===== config.mk =====
export PLATFORM = sky130hd
export DESIGN_NAME = mlfc_cell
export DESIGN_NICKNAME = d
export VERILOG_FILES = /design/src/rtl/mac_learning_flow_controller_unit_assert.svh /design/src/rtl/mlfc_pkg.sv /design/src/rtl/mlfc_cell.sv
export SDC_FILE = /design/constraint.sdc
export NUM_CORES = 1
export LEC_CHECK = 0
export ABC_AREA = 1
export ABC_CLOCK_PERIOD_IN_PS = 21200
export BUFFER_PORTS_ARGS = -buffer_cell sky130_fd_sc_hd__buf_2
export CORE_AREA = 2 2 119 121
export DETAILED_ROUTE_END_ITERATION = 8
export DIE_AREA = 0 0 121 123
export PLACE_DENSITY = 0.78
export SLEW_MARGIN = 0
export SYNTH_ARGS = -nofsm -noshare
export SYNTH_HDL_FRONTEND = slang
export SYNTH_SLANG_ARGS = --single-unit

===== constraint.sdc =====
create_clock -name clk -period 21.2 [get_ports clk]
set_input_delay 1.06 -clock clk [delete_from_list [all_inputs] [get_ports clk]]
set_output_delay 1.06 -clock clk [all_outputs]
set_load 0.02 [all_outputs]

===== src/rtl/mac_learning_flow_controller_unit_assert.svh =====
// assertion macros included by the top-level rtl module
`ifndef MAC_LEARNING_FLOW_CONTROLLER_UNIT_ASSERT_SVH
`define MAC_LEARNING_FLOW_CONTROLLER_UNIT_ASSERT_SVH

`ifndef NO_ASSERTIONS

// clocked implication checked outside reset
`define MLFC_ASSERT_IMPL(label, ante, cons, msg) \
  label: assert property (@(posedge clk) disable iff (!rst_n) (ante) |-> (cons)) \
    else $error(msg);

// clocked implication whose consequent is checked in the next cycle
`define MLFC_ASSERT_NEXT(label, ante, cons, msg) \
  label: assert property (@(posedge clk) disable iff (!rst_n) (ante) |=> (cons)) \
    else $error(msg);

`else

`define MLFC_ASSERT_IMPL(label, ante, cons, msg)
`define MLFC_ASSERT_NEXT(label, ante, cons, msg)

`endif

`endif


===== src/rtl/mlfc_pkg.sv =====
package mlfc_pkg;

  localparam int SWITCH_COUNT = 4;

  localparam logic [15:0] PORT_FLOOD  = 16'd65531;
  localparam logic [15:0] PORT_UPLINK = 16'd0;
  localparam logic [31:0] NO_BUFFER   = 32'hFFFF_FFFF;
  localparam logic [47:0] MAC_BCAST   = 48'hFFFF_FFFF_FFFF;

  localparam int CFG_DATA_W = 16;

  typedef enum logic [0:0] {
    CFG_SWITCH_ENABLE  = 1'b0,
    CFG_EXPIRE_SECONDS = 1'b1
  } cfg_index_t;

  typedef struct packed {
    logic [1:0]  switch_id;
    logic [15:0] in_port;
    logic [47:0] src_mac;
    logic [47:0] dst_mac;
    logic [31:0] held_buf;
  } in_word_t;

  typedef struct packed {
    logic [15:0] match_in_port;
    logic [47:0] match_src_mac;
    logic [47:0] match_dst_mac;
    logic [15:0] action_port;
    logic [31:0] rel_buf;
    logic [15:0] hard_timeout;
    logic        last;
  } out_word_t;

  // search token that walks the cell row
  typedef struct packed {
    logic        active;
    logic [1:0]  sw;
    logic [47:0] mac;
    logic        hit;
    logic [15:0] hit_port;
    logic        free;
  } tok_t;

  // table write broadcast to all cells
  typedef struct packed {
    logic        we;
    logic [1:0]  sw;
    logic [47:0] mac;
    logic [15:0] port;
  } wr_t;

endpackage


===== src/rtl/mlfc_cell.sv =====
module mlfc_cell #(
  parameter int ENTRIES = 64,
  parameter int IDX     = 0
) (
  input  logic                       clk,
  input  logic                       rst_n,
  input  mlfc_pkg::tok_t             tok_in,
  input  logic [$clog2(ENTRIES)-1:0] hit_idx_in,
  input  logic [$clog2(ENTRIES)-1:0] free_idx_in,
  output mlfc_pkg::tok_t             tok_out,
  output logic [$clog2(ENTRIES)-1:0] hit_idx_out,
  output logic [$clog2(ENTRIES)-1:0] free_idx_out,
  input  mlfc_pkg::wr_t              wr,
  input  logic [$clog2(ENTRIES)-1:0] wr_idx
);
  import mlfc_pkg::*;

  localparam int IDX_W = $clog2(ENTRIES);
  localparam logic [IDX_W-1:0] MY_IDX = IDX_W'(IDX);

  logic              valid_r;
  logic [1:0]        sw_r;
  logic [47:0]       mac_r;
  logic [15:0]       port_r;
  tok_t              tok_r, tok_nxt;
  logic [IDX_W-1:0]  hit_idx_r, hit_idx_nxt;
  logic [IDX_W-1:0]  free_idx_r, free_idx_nxt;
  logic              wr_me;

  assign wr_me = wr.we && (wr_idx == MY_IDX);

  always_comb begin
    tok_nxt      = tok_in;
    hit_idx_nxt  = hit_idx_in;
    free_idx_nxt = free_idx_in;
    if (tok_in.active) begin
      // first matching entry wins
      if (!tok_in.hit && valid_r && sw_r == tok_in.sw && mac_r == tok_in.mac) begin
        tok_nxt.hit      = 1'b1;
        tok_nxt.hit_port = port_r;
        hit_idx_nxt      = MY_IDX;
      end
      // lowest empty slot
      if (!tok_in.free && !valid_r) begin
        tok_nxt.free = 1'b1;
        free_idx_nxt = MY_IDX;
      end
    end
  end

  always_ff @(posedge clk) begin
    if (!rst_n) begin
      valid_r <= 1'b0;
      tok_r   <= '0;
    end else begin
      tok_r <= tok_nxt;
      if (wr_me) begin
        valid_r <= 1'b1;
      end
    end
  end

  always_ff @(posedge clk) begin
    hit_idx_r  <= hit_idx_nxt;
    free_idx_r <= free_idx_nxt;
    if (wr_me) begin
      sw_r   <= wr.sw;
      mac_r  <= wr.mac;
      port_r <= wr.port;
    end
  end

  assign tok_out      = tok_r;
  assign hit_idx_out  = hit_idx_r;
  assign free_idx_out = free_idx_r;

endmodule


-- Word level (Yosys, flattened, before mapping)
Index checks and enable logic that the tools add are counted.
- equal/unequal tests: 2
- bitwise gates (word level): 0
- order comparisons: 0
- reduce and logical (&&, ||, !) cells: 9
- div/mod/pow operators: 0
- $add $sub $neg: 0
- multiplexer cells: 7
- shift-type cells: 0
- multipliers: 0
- operator list (kind ; count):
    48-bit == test ; 1
    6-bit 2-to-1 mux ; 4
    18-bit 2-to-1 mux ; 1
    17-bit 2-to-1 mux ; 1
    6-bit zero test ; 1
    1-bit logical AND ; 5
    1-bit zero test ; 3
    2-bit == test ; 1
    1-bit 2-to-1 mux ; 1
- memory bits (read-only): 0
- latch bits: 0
- memory bits (writable): 0
- input bits: 156
- logic and storage cells: 30
- output and inout port bits: 81
- memories: 0
- flip-flop bits (word level): 148

-- Depth between registers and ports, before layout
- depth in word-level cells: 6
- gate-level depth with buffers: 13
- gate-level depth less buffers: 12

-- Worst setup path before layout
OpenSTA, ideal clock, no wires.
- kind: input port to flip-flop
- from: input port wr_idx[3]
- to: register mac_r[0], enable pin
- arrival time: 7.601 ns
- setup slack: 12.936 ns
- required time: 20.537 ns
- path buffers: 0
- cell stages on the path: 1
- library setup time: 0.663 ns
- cells stage by stage: nor4_1
- longest elaborated chain between the ends: 2
- ends and longest elaborated chain (element ; RTL line ; text):
    start, declared ; mlfc_cell.sv:14 ; input logic [$clog2(ENTRIES)-1:0] wr_idx
    6-bit zero test ; mlfc_cell.sv:30 ; assign wr_me = wr.we && (wr_idx == MY_IDX);
    1-bit logical AND ; mlfc_cell.sv:30 ;
    end signal, assigned ; mlfc_cell.sv:68 ; mac_r <= wr.mac;
    end, declared ; mlfc_cell.sv:23 ; logic [47:0] mac_r;
Every way passes these cells.
A chain may end at the register's enable or synchronous reset.

-- Worst setup path after layout
- from: input port tok_in[49] (netlist bit)
- to: register tok_r, in the netlist tok_out[3]
- longest elaborated chain between the ends: 4
- ends and longest elaborated chain (element ; RTL line ; text):
    start, declared ; mlfc_cell.sv:7 ; input mlfc_pkg::tok_t tok_in,
    48-bit == test ; mlfc_cell.sv:38 ; if (!tok_in.hit && valid_r && sw_r == tok_in.sw && mac_r == tok_in.mac) begin
    1-bit logical AND ; mlfc_cell.sv:38 ;
    17-bit 2-to-1 mux ; mlfc_cell.sv:38 ;
    18-bit 2-to-1 mux ; mlfc_cell.sv:36 ; if (tok_in.active) begin
    end signal, assigned ; mlfc_cell.sv:56 ; tok_r <= tok_nxt;
    end, declared ; mlfc_cell.sv:25 ; tok_t tok_r, tok_nxt;
Every way passes these cells.

==> reports/results.env <==
OUTCOME='complete, no violations'
POST_ROUTE_CELLS_DRIVE_ABOVE_1_SHARE_PCT=28.7
FINAL_SKEW_NS=0.0124
TIMING.CRITICAL_PATH.SLOWEST_CELL_DELAY_NS=0.46
DRC=0
SYNTH-SEQ-CELLS=148
FIN_UTIL_PCT=57.9
FIRST_ITER_VIOLATIONS=165
CLOCKBUFFERDEPTH=2
TIMING.FINAL.WS_SETUP_NS=18.97
FINALHOLDVIOLCOUNT=0
SYNTH.AREA.TOP_CELLS='edfxtp_1, dfxtp_1, nand2_1'
FINAL_NET_COUNT=1120
GLOBALROUTEMET3UTIL_PCT=6.50
COMBINATIONALPOWERSHARE_PCT=9.1
PWR_DENSITY_CELL_nW_PER_UM2=82.1
ROUTED_WIRE_LENGTH_PER_INSTANCE_MICRONS=11.9
INITIAL_CORE_UTILIZATION_PCT=44.0
ASYNCSETRESETFLOPFRACSYNTH_PCT=0
DRT-TOTAL-WL_MICRONS=13800
YS_TYPES=22
CRITICAL_PATH.TOP_DELAY_FAMILY='simple AND/OR/NAND/NOR gates'
CRIT_PATH_START_KIND='input pin'
IOS=237
ANTENNA_FOUND_INITIAL=1
SETUP_TOTAL_NEGATIVE_SLACK_NS=0
FINAL_PERIOD_MINUS_WORST_SETUP_SLACK_NS=2.23
WORST-PATH-STAGES=12
CRITICAL_PATH.N_BUFFERS_INVERTERS=3
DRT_PASS1_ITERATIONS=4
WORSTPATHCELLLIST='buf_2 > inv_1 > nand2_1 > nand2_1 > inv_1 > nor2_1 > nand2_1 > nor2_2 > nand3_2 > nor2_4 > nor2_1 > nor2_1'
PLACE.DETAILED.HPWL_MICRONS=10500
SEQUENTIAL_FRACTION_OF_THE_SYNTHESIS_AREA_PCT=60.5
SETUP-VIOLATIONS-FINAL=0
WORSTMARGINPINSLEW_NS=0.889
DRT-VIAS-PER-INSTANCE=4.18
ROWS=43
CELL_TYPE_WITH_THE_LARGEST_TOTAL_AREA_AFTER_SYNTHESIS='edfxtp_1'
SEQ_POWER_SHARE_PCT=47.8
GRT_USE_MET2_PCT=34.9
R2R.WORST_PATH.CELLS=11
PIN_COUNT_OF_THE_BIGGEST_NET_ENTERING_GLOBAL_ROUTING=69
DIE_H_MICRONS=123
VIAS_IN_THE_FIRST_GLOBAL_ROUTE=4655
MIN_PATH_TYPE='register to register'
GLOBALROUTE.BUSIESTLAYER='met2'
CTS_MADE_BUFFERS=17
FINAL_CYCLE_SHARE_PCT=10.5
PLACEMENT.IO_BUFFERS=236
YOSYSTOPAREACELLSHARE_PCT=33.1
CP_SLOWEST_CELL='nor2_4'
PATH_CLK_SLEW_NS=0.06
MAX_SLEW_VIOLATION_TOTAL_FROM_THE_FINAL_REPORT=0
CTS.REPAIR_TIMING.SETUP_BUFFER_COUNT=0
RSZ0062_AT_GRT='false'
WIDTH_OF_THE_CHIP_MICRONS=121
PLACEABLECOREAREA_SQ_UM=13600
HOLD_DEPTH=2
DIE-AREA_SQ_UM=14900
GRT_FIRST_PASS_WIRELENGTH_MICRONS=21400
REQUIRED_NS=21.55
PLACE_WS_NS=18.50
HTREE_NUM_LEVELS=4
SYNTH_ENABLE_FLOP_CELLS=66
CLOCK_INSERTION_DELAY_WORST_SKEW_NS=0.42
SYN-CELL-AREA_SQ_UM=5990
GRT.TOTAL_USAGE_PCT=19.1
CRITPATHCAPTURETYPE='register'
GR-USAGE-MET1_PCT=20.8
CTS_TREE='built'
NUMBER_OF_MAX_CAP_VIOLATIONS=0
LAYOUT-AREA-OVERHEAD-VS-SYNTH_PCT=31.5
P_SW_SHARE_PCT=24.8
SWITCHINGPOWER_W=0.000161
HOLDBUFCOUNTCTS=0
MAX-SLEW-MARGIN-REL_PCT=40.7
IR_WORST_VDD_uV=50.1
CTS.REPAIR.RESIZED=0
FMAX_GHz=0.449
DRTANTENNAVIOLNETS=0
YS.WARNINGS.COUNT=0
CP.ARRIVAL_NS=2.58
TIMING.SETUP.CRITICAL_PATH_CLASS='input pin to register'
POSTSYNTHCELLCOUNT=719
STATIC_LEAKAGE_nW=4.39
CTS.ROOT.BUFFER_CELL='clkbuf_16'
SYNTH_FP_NETS=875
POWER_REPORT.INTERNAL_TOTAL_W=0.000486
POSTSYNTHAREAPERCELL_SQ_UM=8.34
P_CLK_SHARE_PCT=43.2
CP_MAX_FO=23
GLOBALROUTEOVERFLOWTOTAL=0
CLOCK-SINKS=148
FINALWEIGHTEDCONGESTION=0.728
MOST_USED_FLIP_FLOP_CELL_AFTER_SYNTHESIS='dfxtp_1'
ANTENNADIODECOUNT=0
DR_TOTAL_VIAS=4839
## synthesized netlist by cell type, types with 2 or more instances
cell type / instances
edfxtp_1: 66
buf_6: 5
nor2_2: 3
xnor2_1: 14
nor2_1: 108
clkinv_1: 2
nor2_4: 3
nand3_1: 21
nand2_1: 230
dfxtp_1: 82
inv_1: 164
clkbuf_1: 6
xor2_1: 6
## tightest hold or removal path, delay by kind of cell, from the launching register on
family / cells / cell delay, ns
flip-flops: 1 / 0.32
AND/OR/NAND/NOR: 2 / 0.14
## power by group through the flow
stage | combinational (W) | clock [W] | sequential [W]
after floorplan | 0.0000188 | 0 | 0.000327
after global placement | 0.0000577 | 0 | 0.000315
after detailed placement | 0.0000591 | 0 | 0.000315
after CTS | 0.0000593 | 0.000287 | 0.000309
after global routing | 0.0000658 | 0.000299 | 0.000310
final | 0.0000586 | 0.000279 | 0.000309
## per-stage QoR
step                area (sq um)  hold slack (ns)  power, W  cells
floorplan                   5990            0.463  0.000345    719
global placement            7330            0.479  0.000373   1125
detailed placement          7330            0.495  0.000375   1125
CTS                         7880            0.503  0.000655   1157
global route                7880            0.555  0.000675   1157
finish                      7880            0.501  0.000647   1157
## layer usage
metal,part of all wire [%],up-vias
met4,1.0,2
met2,52,157
met5,0.051,-
met3,7.5,12
li1,-,2588
met1,40,2080
## sequential cells by signal, indices dropped and copies added, names as in the netlist
signal        flops
mac_r            48
hit_idx_out       6
sw_r              2
tok_out          69
free_idx_out      6
valid_r           1
port_r           16
## kinds of logic (layout without fill, tap and decap cells)
kind of cell / after synthesis / in the layout / synth area share (%)
compound gates: 1 / 1 / 0.0834
flops: 148 / 148 / 60.5
buf+inv: 179 / 437 / 12.0
xor+xnor: 20 / 20 / 2.92
simple gates: 371 / 371 / 24.5
## path summary, 6_finish.rpt
path / start / end / slack, ns
worst max-delay path: tok_in[49] / tok_out[3] / 18.97
worst min-delay path: valid_r / valid_r / 0.50
worst max register to register: mac_r[31] / tok_out[3] / 19.32
worst min register to register: valid_r / valid_r / 0.50
## cell type report
type | count | area, sq um
flip-flops and latches | 148 | 3620
fillers | 1207 | 5730
inverters | 167 | 627
repair buffers | 238 | 1200
clock buffers | 18 | 439
multi-input cells | 392 | 1660
clock inverters | 14 | 115
well taps | 180 | 225
## layout by cell type, fill, tap and decap left out, drive strengths merged
cell and n:
nand2 231, clkinv 3, or2 1, nor2 114
a21oi 1, nor4 1, buf 238, clkbuf 18
clkinvlp 5, nand4 1, dfxtp 82, nand3b 1
nand3 22, edfxtp 66, xor2 6, xnor2 14
inv 173
Power figures use the tool's default switching activity.
